$ cat src/rtl/core/sfq_pkg.sv
// sfq_pkg: shared types and constants of the searchable fifo queue
// used by sfq_ctrl, sfq_datapath and searchable_fifo_queue; no dependencies
`default_nettype none

package sfq_pkg;

  // default sizes and fixed port field widths
  localparam int unsigned DefCapacity  = 16;
  localparam int unsigned DefWordBits  = 32;
  localparam int unsigned FieldBits    = 32;

  // operation codes of a request
  typedef enum logic [1:0] {
    OP_ENQUEUE = 2'd0,
    OP_DEQUEUE = 2'd1,
    OP_SEARCH  = 2'd2,
    OP_NOP     = 2'd3
  } op_e;

  // result status codes
  typedef enum logic [1:0] {
    STAT_OK        = 2'd0,
    STAT_OVERFLOW  = 2'd1,
    STAT_UNDERFLOW = 2'd2,
    STAT_NOT_FOUND = 2'd3
  } status_e;

  // controller states
  typedef enum logic [2:0] {
    S_IDLE,
    S_EXEC,
    S_DEQ_WAIT,
    S_SEARCH
  } state_e;

  // commands from controller to datapath
  typedef struct packed {
    logic    capture;
    logic    enqueue;
    logic    dequeue;
    logic    walk_start;
    logic    walk_step;
    logic    front_load;
    logic    hit_load;
    logic    status_load;
    status_e status;
    logic    report;
  } cmd_t;

  // status from datapath to controller
  typedef struct packed {
    op_e  op;
    logic empty;
    logic full;
    logic hit;
    logic last;
  } dp_stat_t;

endpackage

`default_nettype wire

$ cat src/rtl/core/sfq_datapath.sv
// sfq_datapath: entry memory, queue pointers, search walk and result registers
// depends on sfq_pkg for the command and status structs
`default_nettype none

module sfq_datapath import sfq_pkg::*; #(
  parameter int unsigned CAPACITY  = DefCapacity,
  parameter int unsigned WORD_BITS = DefWordBits,
  localparam int unsigned IdxW = (CAPACITY > 1) ? $clog2(CAPACITY) : 1,
  localparam int unsigned CntW = $clog2(CAPACITY + 1)
) (
  input  wire                        clk_i,
  input  wire                        rst_ni,
  input  cmd_t                       cmd_i,
  output dp_stat_t                   stat_o,
  input  wire [1:0]                  operation_i,
  input  wire signed [FieldBits-1:0] push_value_i,
  input  wire signed [FieldBits-1:0] search_key_i,
  output logic                       strobe_o,
  output logic [1:0]                 status_o,
  output logic                       was_empty_o,
  output logic [CntW-1:0]            position_o,
  output logic signed [FieldBits-1:0] front_word_o,
  output logic signed [FieldBits-1:0] back_word_o,
  output logic                       empty_flag_o,
  output logic                       full_flag_o,
  output logic [CntW-1:0]            occupancy_o
);

  // entry memory, undefined until written
  logic signed [WORD_BITS-1:0] mem_q [CAPACITY];

  logic [IdxW-1:0]            head_q, tail_q, ptr_q, chk_q;
  logic [CntW-1:0]            count_q, position_q;
  logic signed [WORD_BITS-1:0] push_q, key_q, front_q, back_q, rd_q;
  op_e                        op_q;
  status_e                    status_q;
  logic                       was_empty_q, strobe_q;
  logic                       rd_en;
  logic [IdxW-1:0]            rd_addr, head_nxt;
  logic                       empty, full;

  function automatic logic [IdxW-1:0] idx_inc(input logic [IdxW-1:0] i);
    idx_inc = (i == IdxW'(CAPACITY - 1)) ? '0 : i + 1'b1;
  endfunction

  assign empty    = (count_q == '0);
  assign full     = (count_q == CntW'(CAPACITY));
  assign head_nxt = idx_inc(head_q);

  // memory read port select
  always_comb begin
    rd_en   = cmd_i.dequeue | cmd_i.walk_start | cmd_i.walk_step;
    rd_addr = ptr_q;
    if (cmd_i.dequeue) begin
      rd_addr = head_nxt;
    end else if (cmd_i.walk_start) begin
      rd_addr = head_q;
    end
  end

  // memory write and registered read
  always_ff @(posedge clk_i) begin
    if (cmd_i.enqueue) begin
      mem_q[tail_q] <= push_q;
    end
    if (rd_en) begin
      rd_q <= mem_q[rd_addr];
    end
  end

  // queue pointers and occupancy
  always_ff @(posedge clk_i or negedge rst_ni) begin
    if (!rst_ni) begin
      head_q   <= '0;
      tail_q   <= '0;
      count_q  <= '0;
      strobe_q <= 1'b0;
    end else begin
      strobe_q <= cmd_i.report;
      if (cmd_i.enqueue) begin
        tail_q  <= idx_inc(tail_q);
        count_q <= count_q + 1'b1;
      end else if (cmd_i.dequeue) begin
        head_q  <= head_nxt;
        count_q <= count_q - 1'b1;
      end
    end
  end

  // request capture, end words, search walk and result fields
  always_ff @(posedge clk_i) begin
    if (cmd_i.capture) begin
      op_q        <= op_e'(operation_i);
      push_q      <= WORD_BITS'(push_value_i);
      key_q       <= WORD_BITS'(search_key_i);
      was_empty_q <= 1'b0;
      position_q  <= '0;
    end
    if (cmd_i.enqueue) begin
      was_empty_q <= empty;
      back_q      <= push_q;
      if (empty) begin
        front_q <= push_q;
      end
    end
    if (cmd_i.front_load) begin
      front_q <= rd_q;
    end
    if (cmd_i.walk_start) begin
      ptr_q <= head_nxt;
      chk_q <= '0;
    end else if (cmd_i.walk_step) begin
      ptr_q <= idx_inc(ptr_q);
      chk_q <= chk_q + 1'b1;
    end
    if (cmd_i.hit_load) begin
      position_q <= CntW'(chk_q) + 1'b1;
    end
    if (cmd_i.status_load) begin
      status_q <= cmd_i.status;
    end
  end

  // status to the controller
  assign stat_o.op    = op_q;
  assign stat_o.empty = empty;
  assign stat_o.full  = full;
  assign stat_o.hit   = (rd_q == key_q);
  assign stat_o.last  = ((CntW'(chk_q) + 1'b1) == count_q);

  // result ports, driven from registers
  assign strobe_o     = strobe_q;
  assign status_o     = status_q;
  assign was_empty_o  = was_empty_q;
  assign position_o   = position_q;
  assign front_word_o = empty ? '1 : FieldBits'(front_q);
  assign back_word_o  = empty ? '1 : FieldBits'(back_q);
  assign empty_flag_o = empty;
  assign full_flag_o  = full;
  assign occupancy_o  = count_q;

endmodule

`default_nettype wire

$ cat src/rtl/core/sfq_ctrl.sv
// sfq_ctrl: request sequencer of the searchable fifo queue
// depends on sfq_pkg for states, codes and the command and status structs
`default_nettype none

module sfq_ctrl import sfq_pkg::*; (
  input  wire      clk_i,
  input  wire      rst_ni,
  input  wire      start_i,
  output logic     busy_o,
  input  dp_stat_t stat_i,
  output cmd_t     cmd_o,
  output state_e   state_o
);

  state_e state_q, state_d;

  // state register
  always_ff @(posedge clk_i or negedge rst_ni) begin
    if (!rst_ni) begin
      state_q <= S_IDLE;
    end else begin
      state_q <= state_d;
    end
  end

  // next state
  always_comb begin
    state_d = state_q;
    case (state_q)
      S_IDLE: begin
        if (start_i) state_d = S_EXEC;
      end
      S_EXEC: begin
        case (stat_i.op)
          OP_DEQUEUE: state_d = stat_i.empty ? S_IDLE : S_DEQ_WAIT;
          OP_SEARCH:  state_d = stat_i.empty ? S_IDLE : S_SEARCH;
          default:    state_d = S_IDLE;
        endcase
      end
      S_DEQ_WAIT: state_d = S_IDLE;
      S_SEARCH: begin
        if (stat_i.hit || stat_i.last) state_d = S_IDLE;
      end
      default: state_d = S_IDLE;
    endcase
  end

  // datapath commands
  always_comb begin
    cmd_o        = '0;
    cmd_o.status = STAT_OK;
    case (state_q)
      S_IDLE: begin
        cmd_o.capture = start_i;
      end
      S_EXEC: begin
        cmd_o.status_load = 1'b1;
        case (stat_i.op)
          OP_ENQUEUE: begin
            cmd_o.report = 1'b1;
            if (stat_i.full) begin
              cmd_o.status = STAT_OVERFLOW;
            end else begin
              cmd_o.enqueue = 1'b1;
            end
          end
          OP_DEQUEUE: begin
            if (stat_i.empty) begin
              cmd_o.status = STAT_UNDERFLOW;
              cmd_o.report = 1'b1;
            end else begin
              cmd_o.dequeue = 1'b1;
            end
          end
          OP_SEARCH: begin
            if (stat_i.empty) begin
              cmd_o.status = STAT_NOT_FOUND;
              cmd_o.report = 1'b1;
            end else begin
              cmd_o.walk_start = 1'b1;
            end
          end
          default: begin
            cmd_o.report = 1'b1;
          end
        endcase
      end
      S_DEQ_WAIT: begin
        cmd_o.front_load = 1'b1;
        cmd_o.report     = 1'b1;
      end
      S_SEARCH: begin
        if (stat_i.hit) begin
          cmd_o.hit_load    = 1'b1;
          cmd_o.status_load = 1'b1;
          cmd_o.report      = 1'b1;
        end else if (stat_i.last) begin
          cmd_o.status      = STAT_NOT_FOUND;
          cmd_o.status_load = 1'b1;
          cmd_o.report      = 1'b1;
        end else begin
          cmd_o.walk_step = 1'b1;
        end
      end
      default: begin
        cmd_o = '0;
      end
    endcase
  end

  assign busy_o  = (state_q != S_IDLE);
  assign state_o = state_q;

endmodule

`default_nettype wire

$ cat src/rtl/core/searchable_fifo_queue.sv
// searchable_fifo_queue: bounded fifo of signed words with key search
// dequeue waits for the new front word, search walks from the head to a hit or the last
// entry; the next request is taken at the result edge
// reset (async, active low) empties the queue; entry memory is left uninitialized
// one request at a time and the receiver cannot stall
// depends on sfq_pkg, sfq_ctrl and sfq_datapath
`default_nettype none

module searchable_fifo_queue import sfq_pkg::*; #(
  parameter int unsigned CAPACITY  = DefCapacity,
  parameter int unsigned WORD_BITS = DefWordBits,
  localparam int unsigned CntW = $clog2(CAPACITY + 1)
) (
  input  wire                         clk_i,
  input  wire                         rst_ni,
  input  wire                         start,
  output logic                        busy,
  input  wire [1:0]                   operation_i,
  input  wire signed [FieldBits-1:0]  push_value_i,
  input  wire signed [FieldBits-1:0]  search_key_i,
  output logic                        strobe_o,
  output logic [1:0]                  status_o,
  output logic                        was_empty_o,
  output logic [CntW-1:0]             position_o,
  output logic signed [FieldBits-1:0] front_word_o,
  output logic signed [FieldBits-1:0] back_word_o,
  output logic                        empty_flag_o,
  output logic                        full_flag_o,
  output logic [CntW-1:0]             occupancy_o
);

  cmd_t     cmd;
  dp_stat_t dp_stat;
  state_e   state;

  // request sequencer
  sfq_ctrl u_ctrl (
    .clk_i   (clk_i),
    .rst_ni  (rst_ni),
    .start_i (start),
    .busy_o  (busy),
    .stat_i  (dp_stat),
    .cmd_o   (cmd),
    .state_o (state)
  );

  // storage and walk datapath
  sfq_datapath #(
    .CAPACITY  (CAPACITY),
    .WORD_BITS (WORD_BITS)
  ) u_datapath (
    .clk_i        (clk_i),
    .rst_ni       (rst_ni),
    .cmd_i        (cmd),
    .stat_o       (dp_stat),
    .operation_i  (operation_i),
    .push_value_i (push_value_i),
    .search_key_i (search_key_i),
    .strobe_o     (strobe_o),
    .status_o     (status_o),
    .was_empty_o  (was_empty_o),
    .position_o   (position_o),
    .front_word_o (front_word_o),
    .back_word_o  (back_word_o),
    .empty_flag_o (empty_flag_o),
    .full_flag_o  (full_flag_o),
    .occupancy_o  (occupancy_o)
  );

`ifndef ASSERT_OFF
  // occupancy never passes capacity
  a_occ_bound: assert property (@(posedge clk_i) disable iff (!rst_ni)
    occupancy_o <= CntW'(CAPACITY))
    else $error("occupancy above capacity");

  // a result is only reported once the sequencer is back to idle
  a_strobe_idle: assert property (@(posedge clk_i) disable iff (!rst_ni)
    strobe_o |-> (state == S_IDLE))
    else $error("result strobe while busy");

  // an accepted request makes the block busy next cycle
  a_accept_busy: assert property (@(posedge clk_i) disable iff (!rst_ni)
    (start && !busy) |=> busy)
    else $error("request accepted but not busy");

  // overflow only reported on a full queue
  a_overflow_full: assert property (@(posedge clk_i) disable iff (!rst_ni)
    (strobe_o && status_o == STAT_OVERFLOW) |-> full_flag_o)
    else $error("overflow reported on a queue that is not full");

  // a search hit lands within the occupied entries
  a_pos_range: assert property (@(posedge clk_i) disable iff (!rst_ni)
    (strobe_o && position_o != '0) |-> (position_o <= occupancy_o))
    else $error("search position beyond occupancy");
`endif

endmodule

`default_nettype wire

$ cat config.mk
export PLATFORM = sky130hd
export DESIGN_NAME = searchable_fifo_queue
export DESIGN_NICKNAME = d
export VERILOG_FILES = /design/src/rtl/core/sfq_pkg.sv /design/src/rtl/core/sfq_datapath.sv /design/src/rtl/core/sfq_ctrl.sv /design/src/rtl/core/searchable_fifo_queue.sv
export SDC_FILE = /design/constraint.sdc
export NUM_CORES = 1
export LEC_CHECK = 0
export BUFFER_PORTS_ARGS = -buffer_cell sky130_fd_sc_hd__buf_2
export CAP_MARGIN = 20
export CORE_MARGIN = 5
export CORE_UTILIZATION = 55
export DETAILED_ROUTE_END_ITERATION = 8
export PLACE_DENSITY = 0.83
export REMOVE_ABC_BUFFERS = 1
export SLEW_MARGIN = 15
export SYNTH_ARGS = -nofsm -noshare
export SYNTH_HDL_FRONTEND = slang
export SYNTH_SLANG_ARGS = --single-unit
$ cat constraint.sdc
create_clock -name clk_i -period 10.3 [get_ports clk_i]
set_input_delay 2.06 -clock clk_i [delete_from_list [all_inputs] [get_ports clk_i]]
set_output_delay 2.06 -clock clk_i [all_outputs]
set_load 0.1 [all_outputs]
; ---- After elaboration in Yosys (flattened, before gate mapping)
; Memory sizes are Yosys's and may differ from the RTL's. A register that Yosys moved wholly into a read port is not among the register bits.
; Index checks and enable logic that the tools add are counted.
[totals]
ff_bits = 163
ramBits = 512
input_bits = 69
output_inout_bits = 81
word_cells = 103
memories = 1
[mem_list]
columns = memory, depth, width, read_ports, rd_ports_with_merged_regs, wr, line
row1 = u_datapath.mem_q, 16, 32, 1, 1, 1, sfq_datapath.sv:30  ; logic signed [WORD_BITS-1:0] mem_q [CAPACITY];
[op_classes]
add_sub_neg = 7
eq_ne = 13
n_mux = 50
bitwise = 3
n_reduce_logical = 14
[ops]
columns = operator, n
row1 = $mux W32, 5
row2 = $eq A32 B32 Y1, 1
row3 = $mux W4, 8
row4 = $mux W5, 4
row5 = $mux W1, 19
row6 = $add A4 B1 Y4 const B, 4
row7 = $mux W3, 5
row8 = $eq A4 B4 Y1 const B, 3
row9 = $pmux W3 S2, 2
row10 = $reduce_bool A2 Y1, 6
row11 = $pmux W3 S3, 1
row12 = $eq A3 B2 Y1 const B, 2
row13 = $mux W2, 3
row14 = $pmux W2 S3, 1
row15 = $reduce_and A2 Y1, 3
row16 = $add A4 B1 Y5 const B, 1
row17 = $add A5 B1 Y5 const B, 1
row18 = $eq A5 B5 Y1, 1
row19 = $eq A5 B5 Y1 const B, 1
row20 = $logic_not A5 Y1, 1
row21 = $sub A5 B1 Y5 const B, 1
row22 = $eq A3 B1 Y1 const B, 1
row23 = $logic_not A3 Y1, 1
row24 = $pmux W1 S3, 1
row25 = 10 further kinds, 11

; ---- Depth between registers and ports, before layout
[depth]
word_depth = 7
ltp_mapped = 12
mapped_depth_nobuf = 10

; ---- Modules after synthesis
; Synthesis repeated with hierarchy kept, for this count alone.
[hier_totals]
cells_unflattened = 1528
hier_area_um2 = 27481.4
[by_module_without_submodules]
columns = module, n_inst, cells_each, area_per_inst_um2, seq_area_each_um2
row1 = sfq_datapath, 1, 1495, 27196.1, 21030.2
row2 = sfq_ctrl, 1, 33, 285.3, 50.0

; ---- Worst setup path before layout
; Ideal clock, no wire load.
[synth_timing]
path_type = reg2reg
start = register u_datapath.count_q[1], in the netlist u_datapath.occupancy_o[1]
end = memory u_datapath.mem_q[3][0] (netlist name), enable pin
setup_ns = 0.461
arrival_time_ns = 4.737
required_time_ns = 9.839
setup_slack_ns = 5.102
stages_incl_launch_ff = 7
n_path_buf = 0
period_less_slack_ns = 5.198
path_cell_list = dfrtp_1 -> nor4_1 -> nand2_1 -> nand3_1 -> clkinv_1 -> nand2_1 -> nor3_1
[synth_rtl]
columns = item, line
row1 = from (decl), sfq_datapath.sv:33  ; logic [CntW-1:0] count_q, position_q;
row2 = from (signal assigned), sfq_datapath.sv:82  ; count_q <= count_q + 1'b1;
row3 = from (signal assigned), sfq_datapath.sv:85  ; count_q <= count_q - 1'b1;
row4 = to (decl), sfq_datapath.sv:30

; ---- Worst setup path in the final report
[layout_timing]
start = register u_datapath.count_q[1], in the netlist u_datapath.occupancy_o[1]
end = output front_word_o[14]
[layout_via]
elab_chain_cells = 2
[layout_lines]
columns = item, line
row1 = $logic_not A5 Y1, sfq_datapath.sv:46  ; assign empty = (count_q == '0);
row2 = $mux W32, sfq_datapath.sv:136  ; assign front_word_o = empty ? '1 : FieldBits'(front_q);
row3 = to (decl), searchable_fifo_queue.sv:25  ; output logic signed [FieldBits-1:0] front_word_o,
; Every way passes these cells.

==> results.py <==
metrics = {
    "synthesis": {
        "synth_top_area_share_pct": 73.7,
        "yosysTopAreaCell": "edfxtp_1",
        "syn_avg_cell_area_um2": 14.3,
        "synth_edf_count": 686,
        "syn_inst": 1950,
        "synth.top_cells.by_count": "686 x edfxtp_1, 442 x nand2_1, 203 x nand3_1",
        "syn-cell-area_um2": 27900,
        "synth_warnings": 0,
        "yosysMostFrequentCell": "edfxtp_1",
        "ys_seq_area_share_pct": 75.4,
        "ys.flop_type": "edfxtp_1",
        "synth.ff_latch_count": 706,
        "synth.distinct_cells": 53,
        "ys_async_sr_fraction_pct": 2.27,
        "synth_area_leaders": "edfxtp_1 74%, nand2_1 5.9%, nand3_1 3.6%",
    },
    "cts": {
        "cts.clk_slew.worst_paths_ns": 0.06,
        "numCtsBuffers": 73,
        "clk_latency_ns": 0.63,
        "cts_sinks": 706,
        "cts_setup_buffers": 0,
        "h-tree-depth": 3,
        "clock-root-buffer": "clkbuf_16",
        "clk_path_buf_depth": 3,
        "cts_tree": "yes",
        "cts_resized": 0,
        "ctsHoldBuffers": 0,
    },
    "route": {
        "drtPass1Iterations": 5,
        "vias_per_cell": 6.11,
        "ant_nets": 0,
        "wl_per_cell_um": 24.0,
        "drc": 0,
        "vias": 17300,
        "drt_iter0_drc": 2522,
        "routed_wl_um": 67900,
    },
    "sta": {
        "maxSlewHeadroom_pct": 25.5,
        "finalCritPeriodShare_pct": 51.7,
        "rsz0062_at_grt": "false",
        "tightestPinTransition_ns": 1.12,
        "slew_viol_final": 0,
        "hold_viol": 0,
        "setup_violations": 0,
        "finalCriticalPeriod_ns": 5.32,
        "fmax_ghz": 0.188,
        "finClkSkew_ns": 0.0402,
        "setup_tns_ns": 0,
    },
    "finish": {
        "antennaDiodeCount": 0,
        "syn2layout_area_growth_pct": 14.7,
        "drive_gt1_share_pct": 16.9,
        "nFillCells": 3352,
        "final_net_count": 2188,
        "sequential_cell_area_um2": 21100,
        "multi_input_area_um2": 6530,
        "instances_no_fill": 2834,
    },
    "floorplanning": {
        "die_w_um": 235,
        "die-area_um2": 55400,
        "boundaryPins": 150,
        "die_h_um": 235,
        "initial_utilization_pct": 55.7,
        "rows": 82,
        "core_area_um2": 50200,
    },
    "min_path": {
        "min_path_type": "reg -> reg",
        "min-delay-start": "u_datapath.chk_q[2]",
    },
    "pwr": {
        "p_int_mw": 5.94,
        "p_sw_share_pct": 36.6,
        "power_frac_comb_pct": 30.0,
        "total_power_mw": 9.37,
        "p_switching_mw": 3.42,
        "seqPwrFrac_pct": 41.6,
        "peakVddDrop_v": 0.000238,
        "power.leakage_nw": 11.3,
        "clkPwrFrac_pct": 28.3,
        "power.density_nw_per_um2": 292,
    },
    "setup_path": {
        "crit_fanout": 68,
        "cp-start-kind": "flip-flop",
        "slowest_delay_ns": 0.75,
        "path_buf_inv": 1,
        "startpoint": "u_datapath.occupancy_o[1]",
        "path_cells": "nor4_1 -> nand2_4 -> nand2b_1 -> buf_2",
        "worstReg2RegStart": "u_datapath.occupancy_o[1]",
        "endpoint_kind": "output pin",
        "crit_arrival_ns": 3.26,
        "cp.required_ns": 8.24,
        "critical_path.top_delay_family": "simple AND/OR/NAND/NOR gates",
        "crit_slowest_cell": "nor4_1",
        "path_class": "reg -> out",
    },
    "grt": {
        "grt_pass1_wl_um": 101000,
        "grt_antenna_before_repair": 0,
        "grt_max_degree": 181,
        "grt_usage_pct": 23.7,
        "overflow": 0,
        "grt_pass1_vias": 17100,
    },
    "placement": {
        "dp_cells": 2699,
        "io_buffer_count": 149,
        "dp_hpwl_um": 36000,
        "globalplace.congestion": 0.807,
    },
    "flow_run": {
        "drv_cap": 0,
    },
    "outcome": {
        "status": "finished, final reports clean",
    },
}
[power groups by stage]
| stage | clock (mW) | combinational, mW | sequential (mW) |
|---|---|---|---|
| detailed placement | 0 | 2.75 | 3.95 |
| CTS | 2.69 | 2.78 | 3.89 |
| global placement | 0 | 2.66 | 3.93 |
| finish | 2.65 | 2.81 | 3.90 |
| global route | 2.81 | 2.99 | 3.93 |
| floorplan | 0 | 2.03 | 3.99 |
[layout by cell type (no fill, tap or decap), types with 15 or more instances in the layout]
cell type | netlist | final
edfxtp_1 | 686 | 686
nand2_1 | 442 | 441
nand3_1 | 203 | 202
buf_2 | 48 | 149
clkbuf_16 | 0 | 74
nand2b_1 | 70 | 70
a21oi_1 | 44 | 44
xnor2_1 | 41 | 41
mux2_2 | 38 | 38
mux2i_1 | 36 | 36
a31oi_1 | 35 | 35
buf_4 | 2 | 35
o211ai_1 | 34 | 34
a32oi_1 | 32 | 32
a22o_1 | 32 | 32
clkbuf_1 | 52 | 18
nor2_1 | 29 | 17
dfrtp_1 | 16 | 16
inv_1 | 16 | 15
[through the flow]
step / worst slack [ns] / hold slack [ns] / utilization [%] / instance area (µm²)
2_1_floorplan: 2.41 / 0.495 / - / 27500
6_report: 4.98 / 0.568 / 63.9 / 32000
3_5_place_dp: 5.63 / 0.548 / 58.9 / 29600
5_1_grt: 4.67 / 0.581 / 63.9 / 32000
4_1_cts: 4.98 / 0.561 / 63.8 / 32000
3_3_place_gp: 5.75 / 0.516 / 58.9 / 29500
[cell type report]
cell class,count,area share (%)
Clock buffer,92,5.99
Multi-Input combinational cell,1118,20.4
Tap cell,672,2.62
Inverter,17,0.207
Timing Repair Buffer,188,3.44
Sequential cell,706,65.8
Clock inverter,41,1.58
[worst reg2reg max path: stages, from the launching register on]
cell and delay, ns:
dfrtp_1 0.45, nor4_1 0.75, a211o_2 0.36, o2bb2ai_4 0.15
buf_12 0.62, buf_4 0.98, mux2i_1 0.35, a22o_1 0.19
o211ai_1 0.11
[sequential cells by signal, summed over array words and instances (netlist names), 2 cells and up]
register                cells
u_datapath.occupancy_o      5
u_datapath.chk_q            4
u_datapath.position_o       5
u_ctrl.state_o              2
u_datapath.key_q           32
u_datapath.mem_q          512
u_datapath.ptr_q            4
u_datapath.back_q          32
u_datapath.status_o         2
u_datapath.front_q         32
u_datapath.push_q          32
u_datapath.head_q           4
u_datapath.tail_q           4
u_datapath.op_q             2
u_datapath.rd_q            32
[final timing paths]
path,endpoint,slack [ns],cells after the start
setup reg to reg,u_datapath.rd_q[17],6.06,8
max in group asynchronous,u_datapath.tail_q[0],8.56,1
hold reg to reg,u_datapath.chk_q[2],0.57,1
hold / removal,u_datapath.chk_q[2],0.57,1
setup / recovery,front_word_o[14],4.98,4
min in group asynchronous,u_datapath.occupancy_o[3],1.40,1
[routing by layer]
metal | vias up | share of wire, % | global-route usage, %
li1 | 7546 | - | -
met1 | 8414 | 37 | 32.3
met2 | 1152 | 47 | 37.3
met3 | 202 | 11 | 5.88
met4 | 0 | 4.2 | 9.48
met5 | - | 0 | 0
[cell families (layout without fill, tap and decap cells)]
logic type               after synthesis  after routing  share of synthesized area [%]
AO/OA/AOI/OAI                        207            207                           5.36
multiplexers                          74             74                           2.82
buffers and inverters                126            338                           1.93
XOR/XNOR                              45             45                           1.46
AND/OR/NAND/NOR                      777            777                           12.3
adder cells (fa/ha/maj)               15             15                          0.698
flip-flops                           706            706                           75.4
Power figures use the tool's default switching activity.
